==> src/rtl/core/jdg_pkg.sv <==
`timescale 1ns / 1ps
`default_nettype none

package jdg_pkg;

  // Field widths
  localparam int unsigned JD_DAYS_W   = 26;
  localparam int unsigned YEAR_W      = 18;
  localparam int unsigned MONTH_W     = 4;
  localparam int unsigned DAY_W       = 5;
  localparam int unsigned HOURS_W     = 5;
  localparam int unsigned MINUTES_W   = 6;
  localparam int unsigned SECONDS_W   = 6;
  localparam int unsigned SUBSEC_W    = 16;

  // Parameter defaults
  localparam int unsigned DEF_FRAC_BITS   = 32;
  localparam int unsigned DEF_QUEUE_DEPTH = 4;

  // Civil day count and the shifted 400-year numerator 4*j-1
  localparam int unsigned DAYS_ADJ_W = JD_DAYS_W + 1;
  localparam int unsigned N_W        = JD_DAYS_W + 2;

  localparam logic [20:0] EPOCH_OFFSET = 21'd1721119;

  // 400-year cycle: divide by reciprocal, then one correction step
  localparam logic [17:0] Q400_DAYS    = 18'd146097;
  localparam logic [12:0] Q400_RECIP   = 13'd7349;   // floor(2^30 / 146097)
  localparam int unsigned Q400_SHIFT   = 30;
  localparam int unsigned Q400_RECIP_W = 13;
  localparam int unsigned CENT_W       = 11;         // quotient of the 400-year step
  localparam int unsigned R400_W       = 19;         // remainder before correction
  localparam int unsigned J400_W       = 18;

  // 4-year cycle
  localparam logic [10:0] Q4_DAYS   = 11'd1461;
  localparam logic [9:0]  Q4_RECIP  = 10'd717;       // floor(2^20 / 1461)
  localparam int unsigned Q4_SHIFT  = 20;
  localparam int unsigned YR2_W     = 7;             // year within the century
  localparam int unsigned R4_W      = 12;

  // 153-day (five month) cycle
  localparam logic [7:0]  M5_DAYS   = 8'd153;
  localparam logic [4:0]  M5_RECIP  = 5'd26;         // floor(2^12 / 153)
  localparam int unsigned M5_SHIFT  = 12;
  localparam int unsigned N3_W      = 11;

  // Divide by five for the day of month, exact below 160
  localparam logic [7:0]  DIV5_RECIP = 8'd205;
  localparam int unsigned DIV5_SHIFT = 10;

  localparam logic [6:0]  YEARS_PER_CENT = 7'd100;
  localparam logic [4:0]  HOURS_PER_DAY  = 5'd24;
  localparam logic [5:0]  MIN_PER_HOUR   = 6'd60;
  localparam logic [5:0]  SEC_PER_MIN    = 6'd60;

  // Month index from March: below this stays in the same year, from it wraps into the next
  localparam logic [MONTH_W-1:0] MONTH_WRAP = 4'd10;

  typedef struct packed {
    logic [HOURS_W-1:0]   hours;
    logic [MINUTES_W-1:0] minutes;
    logic [SECONDS_W-1:0] seconds;
    logic [SUBSEC_W-1:0]  subsec;
  } tod_t;

endpackage

`default_nettype wire

==> src/rtl/core/jdg_front.sv <==
`timescale 1ns / 1ps
`default_nettype none

module jdg_front #(
  parameter int unsigned FRAC_BITS = jdg_pkg::DEF_FRAC_BITS,
  parameter int unsigned ITEM_W    = 1 + jdg_pkg::N_W + FRAC_BITS
) (
  input  wire logic                           clk_i,
  input  wire logic                           rst_ni,
  input  wire logic                           in_valid_i,
  output logic                                in_stall_o,
  input  wire logic [jdg_pkg::JD_DAYS_W-1:0]  jd_days_i,
  input  wire logic [FRAC_BITS-1:0]           jd_frac_i,
  output logic                                push_valid_o,
  input  wire logic                           push_stall_i,
  output logic [ITEM_W-1:0]                   push_data_o
);
  import jdg_pkg::*;

  logic                  half_ge;
  logic [FRAC_BITS-1:0]  frac_civil;
  logic [DAYS_ADJ_W-1:0] days_adj;
  logic [DAYS_ADJ_W-1:0] day_cnt;
  logic                  early;
  logic [N_W-1:0]        numer;
  logic                  load;
  logic                  valid_q, valid_d;
  logic [ITEM_W-1:0]     item_q, item_d;

  // Julian days start at noon: move half a day into the civil day
  assign half_ge    = jd_frac_i[FRAC_BITS-1];
  assign frac_civil = {~jd_frac_i[FRAC_BITS-1], jd_frac_i[FRAC_BITS-2:0]};
  assign days_adj   = DAYS_ADJ_W'(jd_days_i) + DAYS_ADJ_W'(half_ge);
  assign early      = days_adj <= DAYS_ADJ_W'(EPOCH_OFFSET);
  assign day_cnt    = days_adj - DAYS_ADJ_W'(EPOCH_OFFSET);
  assign numer      = {day_cnt[JD_DAYS_W-1:0], 2'b00} - N_W'(1);

  assign in_stall_o   = valid_q && push_stall_i;
  assign load         = in_valid_i && !in_stall_o;
  assign push_valid_o = valid_q;
  assign push_data_o  = item_q;

  always_comb begin
    valid_d = valid_q;
    item_d  = item_q;
    if (load) begin
      valid_d = 1'b1;
      item_d  = {early, numer, frac_civil};
    end else if (!push_stall_i) begin
      valid_d = 1'b0;
    end
  end

  always_ff @(posedge clk_i or negedge rst_ni) begin
    if (!rst_ni) begin
      valid_q <= 1'b0;
    end else begin
      valid_q <= valid_d;
    end
  end

  always_ff @(posedge clk_i) begin
    item_q <= item_d;
  end

endmodule

`default_nettype wire

==> src/rtl/core/jdg_fifo.sv <==
`timescale 1ns / 1ps
`default_nettype none

module jdg_fifo #(
  parameter int unsigned WIDTH = 8,
  parameter int unsigned DEPTH = jdg_pkg::DEF_QUEUE_DEPTH
) (
  input  wire logic             clk_i,
  input  wire logic             rst_ni,
  input  wire logic             push_valid_i,
  output logic                  push_stall_o,
  input  wire logic [WIDTH-1:0] push_data_i,
  output logic                  pop_valid_o,
  input  wire logic             pop_stall_i,
  output logic [WIDTH-1:0]      pop_data_o
);

  localparam int unsigned PTR_W = (DEPTH > 1) ? $clog2(DEPTH) : 1;
  localparam int unsigned CNT_W = $clog2(DEPTH + 1);

  logic [WIDTH-1:0] mem_q [DEPTH];
  logic [PTR_W-1:0] wr_ptr_q, wr_ptr_d;
  logic [PTR_W-1:0] rd_ptr_q, rd_ptr_d;
  logic [CNT_W-1:0] cnt_q, cnt_d;
  logic             push;
  logic             pop;

  assign push_stall_o = cnt_q == CNT_W'(DEPTH);
  assign pop_valid_o  = cnt_q != '0;
  assign pop_data_o   = mem_q[rd_ptr_q];
  assign push         = push_valid_i && !push_stall_o;
  assign pop          = pop_valid_o && !pop_stall_i;

  always_comb begin
    wr_ptr_d = wr_ptr_q;
    rd_ptr_d = rd_ptr_q;
    if (push) begin
      wr_ptr_d = (wr_ptr_q == PTR_W'(DEPTH - 1)) ? '0 : wr_ptr_q + 1'b1;
    end
    if (pop) begin
      rd_ptr_d = (rd_ptr_q == PTR_W'(DEPTH - 1)) ? '0 : rd_ptr_q + 1'b1;
    end
    unique case ({push, pop})
      2'b10:   cnt_d = cnt_q + 1'b1;
      2'b01:   cnt_d = cnt_q - 1'b1;
      default: cnt_d = cnt_q;
    endcase
  end

  always_ff @(posedge clk_i or negedge rst_ni) begin
    if (!rst_ni) begin
      wr_ptr_q <= '0;
      rd_ptr_q <= '0;
      cnt_q    <= '0;
    end else begin
      wr_ptr_q <= wr_ptr_d;
      rd_ptr_q <= rd_ptr_d;
      cnt_q    <= cnt_d;
    end
  end

  always_ff @(posedge clk_i) begin
    if (push) begin
      mem_q[wr_ptr_q] <= push_data_i;
    end
  end

  a_cnt_bound: assert property (@(posedge clk_i) disable iff (!rst_ni)
    cnt_q <= CNT_W'(DEPTH))
    else $error("queue count above depth");

  a_cnt_push: assert property (@(posedge clk_i) disable iff (!rst_ni)
    (push && !pop) |=> cnt_q == CNT_W'($past(cnt_q) + 1'b1))
    else $error("queue count missed a push");

  a_ptr_gap: assert property (@(posedge clk_i) disable iff (!rst_ni)
    (cnt_q == '0) |-> (wr_ptr_q == rd_ptr_q))
    else $error("empty queue with pointers apart");

endmodule

`default_nettype wire

==> src/rtl/core/jdg_back.sv <==
`timescale 1ns / 1ps
`default_nettype none

module jdg_back #(
  parameter int unsigned FRAC_BITS = jdg_pkg::DEF_FRAC_BITS,
  parameter int unsigned ITEM_W    = 1 + jdg_pkg::N_W + FRAC_BITS
) (
  input  wire logic                          clk_i,
  input  wire logic                          rst_ni,
  input  wire logic                          in_valid_i,
  output logic                               in_stall_o,
  input  wire logic [ITEM_W-1:0]             in_data_i,
  output logic                               out_valid_o,
  input  wire logic                          out_stall_i,
  output logic [jdg_pkg::YEAR_W-1:0]         year_o,
  output logic [jdg_pkg::MONTH_W-1:0]        month_o,
  output logic [jdg_pkg::DAY_W-1:0]          day_o,
  output logic [jdg_pkg::HOURS_W-1:0]        hours_o,
  output logic [jdg_pkg::MINUTES_W-1:0]      minutes_o,
  output logic [jdg_pkg::SECONDS_W-1:0]      seconds_whole_o,
  output logic [jdg_pkg::SUBSEC_W-1:0]       seconds_frac_o,
  output logic                               range_error_o
);
  import jdg_pkg::*;

  localparam int unsigned NSTG  = 10;
  localparam int unsigned P1_W  = N_W + Q400_RECIP_W;
  localparam int unsigned P2_W  = N_W + 1;
  localparam int unsigned HP_W  = FRAC_BITS + HOURS_W;
  localparam int unsigned MP_W  = FRAC_BITS + MINUTES_W;
  localparam int unsigned SFW_W = FRAC_BITS + SUBSEC_W;

  logic                 en;
  logic [NSTG-1:0]      vld_q, vld_d;
  logic [NSTG-2:0]      err_q;

  logic                 in_err;
  logic [N_W-1:0]       in_n;
  logic [FRAC_BITS-1:0] in_frac;

  // Date lane
  logic [P1_W-1:0]      p1;
  logic [N_W-1:0]       s1_n_q;
  logic [CENT_W-1:0]    s1_q_q;
  logic [P2_W-1:0]      p2, diff2;
  logic [R400_W-1:0]    s2_r_q;
  logic [CENT_W-1:0]    s2_q_q;
  logic                 ge3;
  logic [J400_W-1:0]    j3;
  logic [CENT_W-1:0]    y3;
  logic [J400_W-1:0]    s3_n2_q;
  logic [CENT_W-1:0]    s3_y_q;
  logic [27:0]          p4;
  logic [YEAR_W-1:0]    y100_4;
  logic [YR2_W-1:0]     s4_q_q;
  logic [J400_W-1:0]    s4_n2_q;
  logic [YEAR_W-1:0]    s4_y100_q;
  logic [J400_W-1:0]    p5;
  logic [R4_W-1:0]      s5_r_q;
  logic [YR2_W-1:0]     s5_q_q;
  logic [YEAR_W-1:0]    s5_y100_q;
  logic                 ge6;
  logic [R4_W-2:0]      r6;
  logic [YR2_W-1:0]     c6;
  logic [R4_W-1:0]      rsum6;
  logic [8:0]           dd6;
  logic [N3_W-1:0]      n3_6;
  logic [N3_W-1:0]      s6_n3_q;
  logic [YR2_W-1:0]     s6_c_q;
  logic [YEAR_W-1:0]    s6_y100_q;
  logic [15:0]          p7;
  logic [N3_W-1:0]      s7_n3_q;
  logic [MONTH_W-1:0]   s7_m_q;
  logic [YR2_W-1:0]     s7_c_q;
  logic [YEAR_W-1:0]    s7_y100_q;
  logic [N3_W-1:0]      p8;
  logic [8:0]           s8_r_q;
  logic [MONTH_W-1:0]   s8_m_q;
  logic [YR2_W-1:0]     s8_c_q;
  logic [YEAR_W-1:0]    s8_y100_q;
  logic                 ge9;
  logic [7:0]           r9;
  logic [MONTH_W-1:0]   m9;
  logic [7:0]           s9_x_q;
  logic [MONTH_W-1:0]   s9_m_q;
  logic [YR2_W-1:0]     s9_c_q;
  logic [YEAR_W-1:0]    s9_y100_q;
  logic [14:0]          p10;
  logic                 wrap10;
  logic [YEAR_W-1:0]    year_d;
  logic [MONTH_W-1:0]   month_d;

  // Time lane
  logic [HP_W-1:0]      hp;
  logic [MP_W-1:0]      mp, sp;
  logic [SFW_W-1:0]     sfw;
  logic [HOURS_W-1:0]   s1_hr_q, s2_hr_q, s3_hr_q;
  logic [MINUTES_W-1:0] s2_mn_q, s3_mn_q;
  logic [SECONDS_W-1:0] s3_sc_q;
  logic [FRAC_BITS-1:0] s1_g_q, s2_g_q, s3_g_q;
  tod_t                 tod_q [4:9];

  logic [YEAR_W-1:0]    year_q;
  logic [MONTH_W-1:0]   month_q;
  logic [DAY_W-1:0]     day_q;
  tod_t                 tod_out_q;
  logic                 err_out_q;

  assign {in_err, in_n, in_frac} = in_data_i;

  // Advance every stage unless the output register is held
  assign en         = !(vld_q[NSTG-1] && out_stall_i);
  assign in_stall_o = !en;
  assign vld_d      = {vld_q[NSTG-2:0], in_valid_i};

  always_ff @(posedge clk_i or negedge rst_ni) begin
    if (!rst_ni) begin
      vld_q <= '0;
    end else if (en) begin
      vld_q <= vld_d;
    end
  end

  // Stage 1: estimate of the 400-year quotient; hour from day fraction
  assign p1 = P1_W'(in_n) * P1_W'(Q400_RECIP);
  assign hp = HP_W'(in_frac) * HP_W'(HOURS_PER_DAY);

  // Stage 2: remainder of the estimate; minute
  assign p2    = P2_W'(s1_q_q) * P2_W'(Q400_DAYS);
  assign diff2 = P2_W'(s1_n_q) - p2;
  assign mp    = MP_W'(s1_g_q) * MP_W'(MIN_PER_HOUR);

  // Stage 3: correct the quotient by one; second
  assign ge3 = s2_r_q >= R400_W'(Q400_DAYS);
  assign j3  = ge3 ? J400_W'(s2_r_q - R400_W'(Q400_DAYS)) : s2_r_q[J400_W-1:0];
  assign y3  = ge3 ? CENT_W'(s2_q_q + 1'b1) : s2_q_q;
  assign sp  = MP_W'(s2_g_q) * MP_W'(SEC_PER_MIN);

  // Stage 4: estimate of the 4-year quotient; sub-second
  assign p4     = 28'(s3_n2_q) * 28'(Q4_RECIP);
  assign y100_4 = YEAR_W'(s3_y_q) * YEAR_W'(YEARS_PER_CENT);
  assign sfw    = {s3_g_q, {SUBSEC_W{1'b0}}} >> FRAC_BITS;

  // Stage 5: remainder of the estimate
  assign p5 = J400_W'(s4_q_q) * J400_W'(Q4_DAYS);

  // Stage 6: correct, then day of year and 5*d-3 for the month step
  assign ge6   = s5_r_q >= R4_W'(Q4_DAYS);
  assign r6    = ge6 ? (R4_W-1)'(s5_r_q - R4_W'(Q4_DAYS)) : s5_r_q[R4_W-2:0];
  assign c6    = ge6 ? YR2_W'(s5_q_q + 1'b1) : s5_q_q;
  assign rsum6 = R4_W'(r6) + R4_W'(4);
  assign dd6   = rsum6[10:2];
  assign n3_6  = N3_W'({dd6, 2'b00}) + N3_W'(dd6) - N3_W'(3);

  // Stage 7: estimate of the month index
  assign p7 = 16'(s6_n3_q) * 16'(M5_RECIP);

  // Stage 8: remainder of the estimate
  assign p8 = N3_W'(s7_m_q) * N3_W'(M5_DAYS);

  // Stage 9: correct the month index
  assign ge9 = s8_r_q >= 9'(M5_DAYS);
  assign r9  = ge9 ? 8'(s8_r_q - 9'(M5_DAYS)) : s8_r_q[7:0];
  assign m9  = ge9 ? MONTH_W'(s8_m_q + 1'b1) : s8_m_q;

  // Stage 10: day of month, month from March to January base, year
  assign p10     = 15'(s9_x_q) * 15'(DIV5_RECIP);
  assign wrap10  = s9_m_q >= MONTH_WRAP;
  assign year_d  = s9_y100_q + YEAR_W'(s9_c_q) + YEAR_W'(wrap10);
  assign month_d = wrap10 ? MONTH_W'(s9_m_q - MONTH_W'(9)) : MONTH_W'(s9_m_q + MONTH_W'(3));

  always_ff @(posedge clk_i) begin
    if (en) begin
      err_q <= {err_q[NSTG-3:0], in_err};

      s1_n_q    <= in_n;
      s1_q_q    <= p1[Q400_SHIFT +: CENT_W];
      s1_hr_q   <= hp[FRAC_BITS +: HOURS_W];
      s1_g_q    <= hp[FRAC_BITS-1:0];

      s2_r_q    <= diff2[R400_W-1:0];
      s2_q_q    <= s1_q_q;
      s2_hr_q   <= s1_hr_q;
      s2_mn_q   <= mp[FRAC_BITS +: MINUTES_W];
      s2_g_q    <= mp[FRAC_BITS-1:0];

      s3_n2_q   <= {j3[J400_W-1:2], 2'b11};
      s3_y_q    <= y3;
      s3_hr_q   <= s2_hr_q;
      s3_mn_q   <= s2_mn_q;
      s3_sc_q   <= sp[FRAC_BITS +: SECONDS_W];
      s3_g_q    <= sp[FRAC_BITS-1:0];

      s4_q_q    <= p4[Q4_SHIFT +: YR2_W];
      s4_n2_q   <= s3_n2_q;
      s4_y100_q <= y100_4;
      tod_q[4]  <= '{hours: s3_hr_q, minutes: s3_mn_q, seconds: s3_sc_q,
                     subsec: sfw[SUBSEC_W-1:0]};

      s5_r_q    <= R4_W'(s4_n2_q - p5);
      s5_q_q    <= s4_q_q;
      s5_y100_q <= s4_y100_q;

      s6_n3_q   <= n3_6;
      s6_c_q    <= c6;
      s6_y100_q <= s5_y100_q;

      s7_n3_q   <= s6_n3_q;
      s7_m_q    <= p7[M5_SHIFT +: MONTH_W];
      s7_c_q    <= s6_c_q;
      s7_y100_q <= s6_y100_q;

      s8_r_q    <= 9'(s7_n3_q - p8);
      s8_m_q    <= s7_m_q;
      s8_c_q    <= s7_c_q;
      s8_y100_q <= s7_y100_q;

      s9_x_q    <= r9 + 8'd5;
      s9_m_q    <= m9;
      s9_c_q    <= s8_c_q;
      s9_y100_q <= s8_y100_q;

      for (int k = 5; k <= 9; k++) begin
        tod_q[k] <= tod_q[k-1];
      end

      // Drop every field of a day before the epoch
      err_out_q <= err_q[NSTG-2];
      if (err_q[NSTG-2]) begin
        year_q    <= '0;
        month_q   <= '0;
        day_q     <= '0;
        tod_out_q <= '0;
      end else begin
        year_q    <= year_d;
        month_q   <= month_d;
        day_q     <= p10[DIV5_SHIFT +: DAY_W];
        tod_out_q <= tod_q[9];
      end
    end
  end

  assign out_valid_o     = vld_q[NSTG-1];
  assign year_o          = year_q;
  assign month_o         = month_q;
  assign day_o           = day_q;
  assign hours_o         = tod_out_q.hours;
  assign minutes_o       = tod_out_q.minutes;
  assign seconds_whole_o = tod_out_q.seconds;
  assign seconds_frac_o  = tod_out_q.subsec;
  assign range_error_o   = err_out_q;

  a_err_zero: assert property (@(posedge clk_i) disable iff (!rst_ni)
    (out_valid_o && range_error_o) |->
      (year_o == '0 && month_o == '0 && day_o == '0 && hours_o == '0 &&
       minutes_o == '0 && seconds_whole_o == '0 && seconds_frac_o == '0))
    else $error("range error with nonzero fields");

  a_date_legal: assert property (@(posedge clk_i) disable iff (!rst_ni)
    (out_valid_o && !range_error_o) |->
      (month_o >= MONTH_W'(1) && month_o <= MONTH_W'(12) && day_o != '0 &&
       hours_o <= HOURS_W'(23) && minutes_o <= MINUTES_W'(59) &&
       seconds_whole_o <= SECONDS_W'(59)))
    else $error("calendar field out of range");

endmodule

`default_nettype wire

==> src/rtl/core/julian_day_to_gregorian_datetime_top.sv <==
// Julian date to Gregorian date and time of day.
//
// Input channel: in_valid_i / in_stall_o with jd_days_i and jd_frac_i (day
// fraction in units of 2^-FRAC_BITS day). Output channel: out_valid_o /
// out_stall_i with year, month, day, hours, minutes, whole seconds, seconds
// in 2^-16 units and range_error_o. A request moves on a rising edge with
// valid high and stall low. Every request gives exactly one result, in order.
//
// Throughput: one request per cycle sustained while the output is not held.
// From acceptance, a request passes through the front register, then the
// queue and then the ten-stage back pipeline, whose last stage is the output
// register.
//
// A held output freezes the back pipeline; the queue (QUEUE_DEPTH entries)
// and the front register keep taking requests until they are full, and only
// then does in_stall_o rise. Reset empties the front register, the queue and
// the pipeline; there is no other state.
`timescale 1ns / 1ps
`default_nettype none

module julian_day_to_gregorian_datetime_top #(
  parameter int unsigned FRAC_BITS   = jdg_pkg::DEF_FRAC_BITS,
  parameter int unsigned QUEUE_DEPTH = jdg_pkg::DEF_QUEUE_DEPTH
) (
  input  wire logic                          clk_i,
  input  wire logic                          rst_ni,
  input  wire logic                          in_valid_i,
  output logic                               in_stall_o,
  input  wire logic [jdg_pkg::JD_DAYS_W-1:0] jd_days_i,
  input  wire logic [FRAC_BITS-1:0]          jd_frac_i,
  output logic                               out_valid_o,
  input  wire logic                          out_stall_i,
  output logic [jdg_pkg::YEAR_W-1:0]         year_o,
  output logic [jdg_pkg::MONTH_W-1:0]        month_o,
  output logic [jdg_pkg::DAY_W-1:0]          day_o,
  output logic [jdg_pkg::HOURS_W-1:0]        hours_o,
  output logic [jdg_pkg::MINUTES_W-1:0]      minutes_o,
  output logic [jdg_pkg::SECONDS_W-1:0]      seconds_whole_o,
  output logic [jdg_pkg::SUBSEC_W-1:0]       seconds_frac_o,
  output logic                               range_error_o
);
  import jdg_pkg::*;

  localparam int unsigned ITEM_W = 1 + N_W + FRAC_BITS;

  logic              fr_valid;
  logic              fr_stall;
  logic [ITEM_W-1:0] fr_data;
  logic              bk_valid;
  logic              bk_stall;
  logic [ITEM_W-1:0] bk_data;

  jdg_front #(
    .FRAC_BITS (FRAC_BITS),
    .ITEM_W    (ITEM_W)
  ) u_front (
    .clk_i        (clk_i),
    .rst_ni       (rst_ni),
    .in_valid_i   (in_valid_i),
    .in_stall_o   (in_stall_o),
    .jd_days_i    (jd_days_i),
    .jd_frac_i    (jd_frac_i),
    .push_valid_o (fr_valid),
    .push_stall_i (fr_stall),
    .push_data_o  (fr_data)
  );

  jdg_fifo #(
    .WIDTH (ITEM_W),
    .DEPTH (QUEUE_DEPTH)
  ) u_fifo (
    .clk_i        (clk_i),
    .rst_ni       (rst_ni),
    .push_valid_i (fr_valid),
    .push_stall_o (fr_stall),
    .push_data_i  (fr_data),
    .pop_valid_o  (bk_valid),
    .pop_stall_i  (bk_stall),
    .pop_data_o   (bk_data)
  );

  jdg_back #(
    .FRAC_BITS (FRAC_BITS),
    .ITEM_W    (ITEM_W)
  ) u_back (
    .clk_i           (clk_i),
    .rst_ni          (rst_ni),
    .in_valid_i      (bk_valid),
    .in_stall_o      (bk_stall),
    .in_data_i       (bk_data),
    .out_valid_o     (out_valid_o),
    .out_stall_i     (out_stall_i),
    .year_o          (year_o),
    .month_o         (month_o),
    .day_o           (day_o),
    .hours_o         (hours_o),
    .minutes_o       (minutes_o),
    .seconds_whole_o (seconds_whole_o),
    .seconds_frac_o  (seconds_frac_o),
    .range_error_o   (range_error_o)
  );

endmodule

`default_nettype wire

==> config.mk <==
export PLATFORM = sky130hd
export DESIGN_NAME = julian_day_to_gregorian_datetime_top
export DESIGN_NICKNAME = d
export VERILOG_FILES = /design/src/rtl/core/jdg_pkg.sv /design/src/rtl/core/jdg_front.sv /design/src/rtl/core/jdg_fifo.sv /design/src/rtl/core/jdg_back.sv /design/src/rtl/core/julian_day_to_gregorian_datetime_top.sv
export SDC_FILE = /design/constraint.sdc
export NUM_CORES = 2
export LEC_CHECK = 0
export BUFFER_PORTS_ARGS = -buffer_cell sky130_fd_sc_hd__buf_2
export CORE_ASPECT_RATIO = 1.1
export CORE_UTILIZATION = 45
export CTS_CLUSTER_SIZE = 16
export DETAILED_ROUTE_END_ITERATION = 12
export PLACE_DENSITY = 0.63
export SLEW_MARGIN = 20
export SYNTH_ARGS = -nofsm -noshare
export SYNTH_HDL_FRONTEND = slang
export SYNTH_HIERARCHICAL = 1
export SYNTH_SLANG_ARGS = --single-unit
==> constraint.sdc <==
create_clock -name clk_i -period 25.8 [get_ports clk_i]
set_input_delay 3.87 -clock clk_i [delete_from_list [all_inputs] [get_ports clk_i]]
set_output_delay 3.87 -clock clk_i [all_outputs]
set_load 0.02 [all_outputs]
Word-level counts from Yosys, hierarchy flattened
Memories as Yosys holds them, arrays and structs flattened. A register that Yosys moved wholly into a read port is not among the register bits.
Cells that the tools add are included.
{ "totals": {"register_bits": 526, "ramBits": 442, "inputBits": 62, "out_inout_bits": 63, "elab_cells": 122, "n_memories": 2} }
{ "mem_list": {"columns": ["memory", "words", "width", "read_ports", "rd_clocked_by_memory_dff", "wr", "line", "source"], "rows": [
  ["u_fifo.mem_q", 4, 61, 1, 0, 1, "jdg_fifo.sv:21", "logic [WIDTH-1:0] mem_q [DEPTH];"],
  ["u_back.tod_q", 6, 33, 6, 1, 6, "jdg_back.sv:101", "tod_t tod_q [4:9];"]
]} }
{ "op_classes": {"add_sub_neg": 24, "multipliers": 11, "magnitude_cmp": 5, "n_eq_ne": 6, "mux": 15, "bitwise": 1, "reduce_logical": 11} }
{ "ops": {"columns": ["op", "count"], "rows": [
  ["multiplier 28 x 13 -> 41 bit, second input constant", 1],
  ["multiplier 32 x 2 -> 34 bit, second input constant", 1],
  ["multiplier 29 x 4 -> 33 bit, second input constant", 1],
  ["multiplier 27 x 4 -> 31 bit, second input constant", 1],
  ["subtractor 28 x 1 -> 28 bit, second input constant", 1],
  ["adder 26 x 1 -> 27 bit", 1],
  ["less-or-equal comparator 27 x 21 -> 1 bit, second input constant", 1],
  ["multiplier 18 x 10 -> 27 bit, second input constant", 1],
  ["subtractor 26 x 21 -> 26 bit, second input constant", 1],
  ["two-way mux 11 bit", 2],
  ["greater-or-equal comparator 19 x 18 -> 1 bit, second input constant", 1],
  ["multiplier 11 x 18 -> 19 bit, second input constant", 1],
  ["subtractor 19 bit", 1],
  ["adder 18 x 1 -> 18 bit", 1],
  ["adder 18 x 7 -> 18 bit", 1],
  ["two-way mux 18 bit", 1],
  ["subtractor 18 bit, second input constant", 1],
  ["multiplier 11 x 5 -> 16 bit, second input constant", 1],
  ["multiplier 11 x 4 -> 15 bit, second input constant", 1],
  ["multiplier 8 x 8 -> 15 bit, second input constant", 1],
  ["greater-or-equal comparator 12 x 11 -> 1 bit, second input constant", 1],
  ["multiplier 7 x 11 -> 12 bit, second input constant", 1],
  ["subtractor 12 bit", 1],
  ["adder 11 x 1 -> 11 bit, second input constant", 1],
  ["32 further kinds", 48]
]} }

Logic depth before layout (Yosys ltp)
{ "logic_depth": {"depth_word": 5, "ltp_mapped": 24} }

Modules after synthesis
The synthesis kept the hierarchy.
{ "modules_own_cells": {"columns": ["mod", "instances", "cells_each", "area_each_um2"], "rows": [
  ["jdg_back", 1, 3621, 46437.0],
  ["jdg_fifo", 1, 358, 9251.4],
  ["jdg_front", 1, 406, 4125.2]
]} }

Least setup slack after synthesis
Ideal clock, no wire load.
{ "synth_timing": {"path_type": "in2reg", "startpoint": "in out_stall_i", "endpoint": "reg u_fifo.cnt_q[2]", "arrival_ns": 25.634, "required_time_ns": 25.721, "slack_ns": 0.087, "stages": 10, "path_buffers": 1, "cell_sequence": "nand2_1 > clkbuf_1 > inv_1 > nor2b_4 > ha_1 > inv_1 > fa_1 > xor2_1 > nor2_1 > xor2_1"} }
{ "synth_between": {"elab_chain_len": 5} }
{ "synth_lines": {"columns": ["item", "line", "source"], "rows": [
  ["start: declaration", "julian_day_to_gregorian_datetime_top.sv:32", "input wire logic out_stall_i,"],
  ["logical AND 1 bit *", "jdg_back.sv:112", "assign en = !(vld_q[NSTG-1] && out_stall_i);"],
  ["net bk_stall", "julian_day_to_gregorian_datetime_top.sv:50", "logic bk_stall;"],
  ["zero test 1 bit *", null, null],
  ["logical AND 1 bit *", "jdg_fifo.sv:32", "assign pop = pop_valid_o && !pop_stall_i;"],
  ["net u_fifo.pop", "jdg_fifo.sv:26", "logic pop;"],
  ["== test 2 x 1 -> 1 bit / == test 2 bit (equally long branches)", "jdg_fifo.sv:43", "unique case ({push, pop})"],
  ["case mux 3 bit (2 select lines) / nonzero test 2 bit (equally long branches)", null, null],
  ["end signal: assignment", "jdg_fifo.sv:58", "cnt_q <= cnt_d;"],
  ["end: declaration", "jdg_fifo.sv:24", "logic [CNT_W-1:0] cnt_q, cnt_d;"]
]} }
Mark *: on every way through the listed nets, which the timed path passes. The rest lies on a longest branch.
A chain may end at the register's enable or synchronous reset.

Worst setup path after layout
{ "layout_timing": {"startpoint": "in jd_frac_i[31]", "endpoint": "reg u_front.item_q[59] (netlist: u_front/push_data_o[59]) (data pin)"} }
{ "layout_between": {"elab_chain_len": 3} }
{ "layout_lines": {"columns": ["item", "line", "source"], "rows": [
  ["start: declaration", "julian_day_to_gregorian_datetime_top.sv:30", "input wire logic [FRAC_BITS-1:0] jd_frac_i,"],
  ["adder 26 x 1 -> 27 bit", "jdg_front.sv:33", "assign days_adj = DAYS_ADJ_W'(jd_days_i) + DAYS_ADJ_W'(half_ge);"],
  ["subtractor 26 x 21 -> 26 bit", "jdg_front.sv:35", "assign day_cnt = days_adj - DAYS_ADJ_W'(EPOCH_OFFSET);"],
  ["subtractor 28 x 1 -> 28 bit", "jdg_front.sv:36", "assign numer = {day_cnt[JD_DAYS_W-1:0], 2'b00} - N_W'(1);"],
  ["net u_front.numer[27]", "jdg_front.sv:25", "logic [N_W-1:0] numer;"],
  ["end signal: assignment", "jdg_front.sv:63", "item_q <= item_d;"],
  ["end: declaration", "jdg_front.sv:28", "logic [ITEM_W-1:0] item_q, item_d;"]
]} }
The timed path passes the listed nets, and every way through them passes these cells.

==> results.txt <==
The run finished with clean final reports. The max-slew violation total from the final report is 0. The final number of hold-violating endpoints is 0. The synthesized area divided by synthesized cell count came out at roughly 14 sq um. The instance area after placement came out at between 0.06 and 0.07 sq mm.

The global-route wire length before repair is approximately 160000 um. The worst path required time came out at around 26 ns. The number of warnings printed during yosys synthesis came out at 6. The number of antenna diodes in the final layout is 0. The slew of the pin with the lowest slew margin came out at 1.02 ns. The flip-flop and latch count after synthesis came out at 990. The filler cells instantiated in the layout total 11300. The top cell types in the final layout, fill and taps aside, are 972 x edfxtp_1, 733 x inv_1, 612 x ha_1.

Setup total negative slack on the finished layout was measured at 0 ns. The final period utilization is 0.303. The multiplexer fraction of the synthesized cell area is 0.0277. The final design instance area without fill is 0.0661 sq mm. The clock input transition at the sequential cells of the worst setup and hold paths is 0.06 ns. The worst-case setup slack after placement came out at 17.27 ns. The TritonCTS clock tree is built. The number of placed I/O pins came out at about 130.

The combined global-route utilization of all metal layers came out at 0.148. Setup repair after global routing left no endpoint under its margin. Dividing the detail-routed wire length by the instance count gives 14.9 um. The clock latency on the worst-skew pair is 0.72 ns. The achievable frequency came out at 128 MHz.

Traced cell by cell, the critical path runs through buf_2 > ha_1 > ha_1 > nand2_1 > nor4_1 > a21oi_1 > a2111oi_0 > a31oi_1 > o22a_1 > nand2b_1 > or4_4 > a2111o_1 > o211a_1. The multi-input combinational cells in the finished layout cover a total of 0.0271 sq mm. The final setup violation count came out at 0.

The post-synthesis instance area is 0.0598 sq mm. Buffers inserted to repair hold after CTS numbered 0. The number of port buffers is 124. The number of buffers on the longest clock path is 3. The fraction of synthesis flops using an asynchronous set or reset pin is 0.0182.

On the worst path, the slowest cell contributes a delay of 0.83 ns. The remaining number of nets flagged by the antenna check after routing came out at 0. The routed via count divided by cell count is 4.95. The core box area came out at 0.131 sq mm. The relative area change from synthesis to final layout came out at 10.5%.

Along the worst path, the maximum fanout reaches 17. The root buffer cell chosen for the clock tree is clkbuf_16. The number of sinks driven by the clock tree came out at 990.

The deepest level of the CTS H-tree came out at 3. The routability congestion estimate from global placement came out at 0.846. The share of final-layout standard cells stronger than drive strength 1 is 0.0901. For this run, the post-layout net count is 5654. The total vias in the final route came out at 31800. The cell type with the highest occurrence count on the critical path is ha_1. For this run, the register share of the synthesized area comes to 0.496.

Once the clock tree was built, the setup fixing pass inserted 0 buffers. The post-synthesis simple-gate area fraction came out at 0.0553. The total wirelength of the detailed-routed design is between 90000 and 100000 um. The largest individual stage delay along the critical path comes from the cell nor4_1. Counting instances, the worst hold path has a depth of 0. The number of clock buffers added by TritonCTS is 104.

The number of distinct library cell variants in the gate-level netlist after synthesis came out at 100. The worst register-to-register path has a depth of 20. STA classifies the critical path endpoint as a flip-flop. The tool flagged a number of max-cap violations equal to 0.

The number of global-route vias before repair is 33300. The complex-gate fraction of the synthesized area was 0.0596. After global routing the overflow that remains totals 0. The critical path in this run is classified as input pin to flip-flop. The HPWL after detailed placement is 71300 um.

The post-synthesis share of cell area spent on full adders, half adders and majority gates came out at 0.264. The initial antenna violation count was 0. The number of standard cells after synthesis came out at 4385. The starting utilization of the core area is 0.456. The DRC marker count from the first detailed-route iteration came out at 1264. Leaving out filler cells and counting taps, the final layout contains 6423. The floorplan row count is 139.

In this run the vertical extent of the chip is 384 um. The most common cell after layout, fill and taps aside is edfxtp_1. The number of search-and-repair iterations in the first detailed-routing pass came out at 5. Entering global routing, the biggest net connects 175 pins. The post-route minimum period is 7.81 ns. The number of enable-type register cells in the synthesized netlist is 972. The tightest min-delay check is of the flip-flop to flip-flop type. The setup slack after layout came out at about 18 ns. The type of element launching the critical path is an input pin. Among all flip-flop cells after synthesis, the most frequent one is edfxtp_1. The total die area is around 0.13 sq mm. The final setup skew is 0.0467 ns. The area share of xor/xnor cells in the synthesized design came out at 0.0461. In this run, post-CTS repair resized a total of 0 instances.

The die boundary width is 350 um. After synthesis, the largest family of logic cells by area is adder cells. Summing all flip-flop and latch instances after layout gives 0.0296 sq mm. The worst-case headroom to the max-slew limit came out at 0.322.

The arrival time of data at the critical path endpoint is approximately 8.3 ns. The placed cell count came out at roughly 6200. The number of design rule violations left after detail routing came out at 0.
## through the flow
stage | utilization | hold WS [ns]
global placement | 0.477 | 0.401
detailed placement | 0.477 | 0.405
CTS | 0.504 | 0.384
floorplan | - | 0.400
global route | 0.504 | 0.406
finish | 0.504 | 0.399
## layout make-up
type / instances / share of cell area
Multi-Input combinational cell: 2604 / 0.411
Tap cell: 1762 / 0.0334
Clock inverter: 74 / 0.0135
Inverter: 733 / 0.0416
Clock buffer: 120 / 0.0409
Timing Repair Buffer: 140 / 0.0115
Sequential cell: 990 / 0.449
## layer usage
layer,part of all wire,vias up,GRT usage
met5,0,-,0
met3,0.029,140,0.0212
met4,0.028,0,0.0536
li1,-,15800,-
met2,0.52,362,0.271
met1,0.43,15500,0.175
## sequential cells by signal, summed over array words and instances, names as in the netlist, 18 cells and up
signal               count
u_back/year_o           18
u_back/s2_g_q           27
u_back/s1_g_q           29
u_back/s2_r_q           19
u_back/tod_q           198
u_fifo/mem_q           244
u_front/push_data_o     59
u_back/s1_n_q           19
## synthesized netlist by cell type, drive strengths merged (19+ instances only)
cell,number,share of area
nand4,38,0.0045
nor4,21,0.0023
or3,19,0.0021
nand2,118,0.0074
edfxtp,972,0.49
a21oi,165,0.014
a31oi,20,0.0021
xor2,104,0.015
xnor2,210,0.031
fa,407,0.14
and3,20,0.0022
nand2b,28,0.0029
clkbuf,24,0.0015
nor3,49,0.0041
mux4,61,0.023
nor2b,60,0.0064
mux2,19,0.0038
a211oi,22,0.0028
ha,612,0.13
nand3,50,0.0043
o21bai,26,0.0033
buf,35,0.0037
and2,19,0.0021
o21a,19,0.0024
o21ai,97,0.0084
inv,733,0.046
a21o,82,0.010
nor2,162,0.010
## logic make-up after synthesis
| kind of cell | after synthesis |
|---|---|
| xor+xnor | 314 |
| other cells | 1 |
| fa+ha+maj | 1020 |
| mux | 86 |
| flops | 990 |
| buf+inv | 792 |
| compound gates | 547 |
| simple gates | 635 |
## critical path: cells and delay by family
| kind | cells | cell delay [ns] |
|---|---|---|
| and+or+nand+nor | 4 | 1.96 |
| buffers and inverters | 1 | 0.16 |
| adders and majority gates | 2 | 0.89 |
| AOI/OAI and AO/OA | 6 | 1.40 |
## worst paths after layout
kind                                                startpoint                           endpoint  slack (ns)
worst max-delay path                             jd_frac_i[31]  u_front/push_data_o[59]$_DFFE_PP_       17.99
worst min-delay path                u_back/s8_c_q[1]$_DFFE_PN_         u_back/s9_c_q[1]$_DFFE_PN_        0.40
worst max register to register  u_fifo/rd_ptr_q[0]$_DFFE_PN0P_        u_back/s1_q_q[10]$_DFFE_PN_       18.26
worst min register to register      u_back/s8_c_q[1]$_DFFE_PN_         u_back/s9_c_q[1]$_DFFE_PN_        0.40
max in group asynchronous                               rst_ni     u_fifo/rd_ptr_q[0]$_DFFE_PN0P_       22.39
min in group asynchronous                               rst_ni        u_back/vld_q[9]$_DFFE_PN0N_        3.09
Power is left out: the tool's default activity adds up to more than one toggle a clock period on the data nets, which glitch-free logic cannot reach.
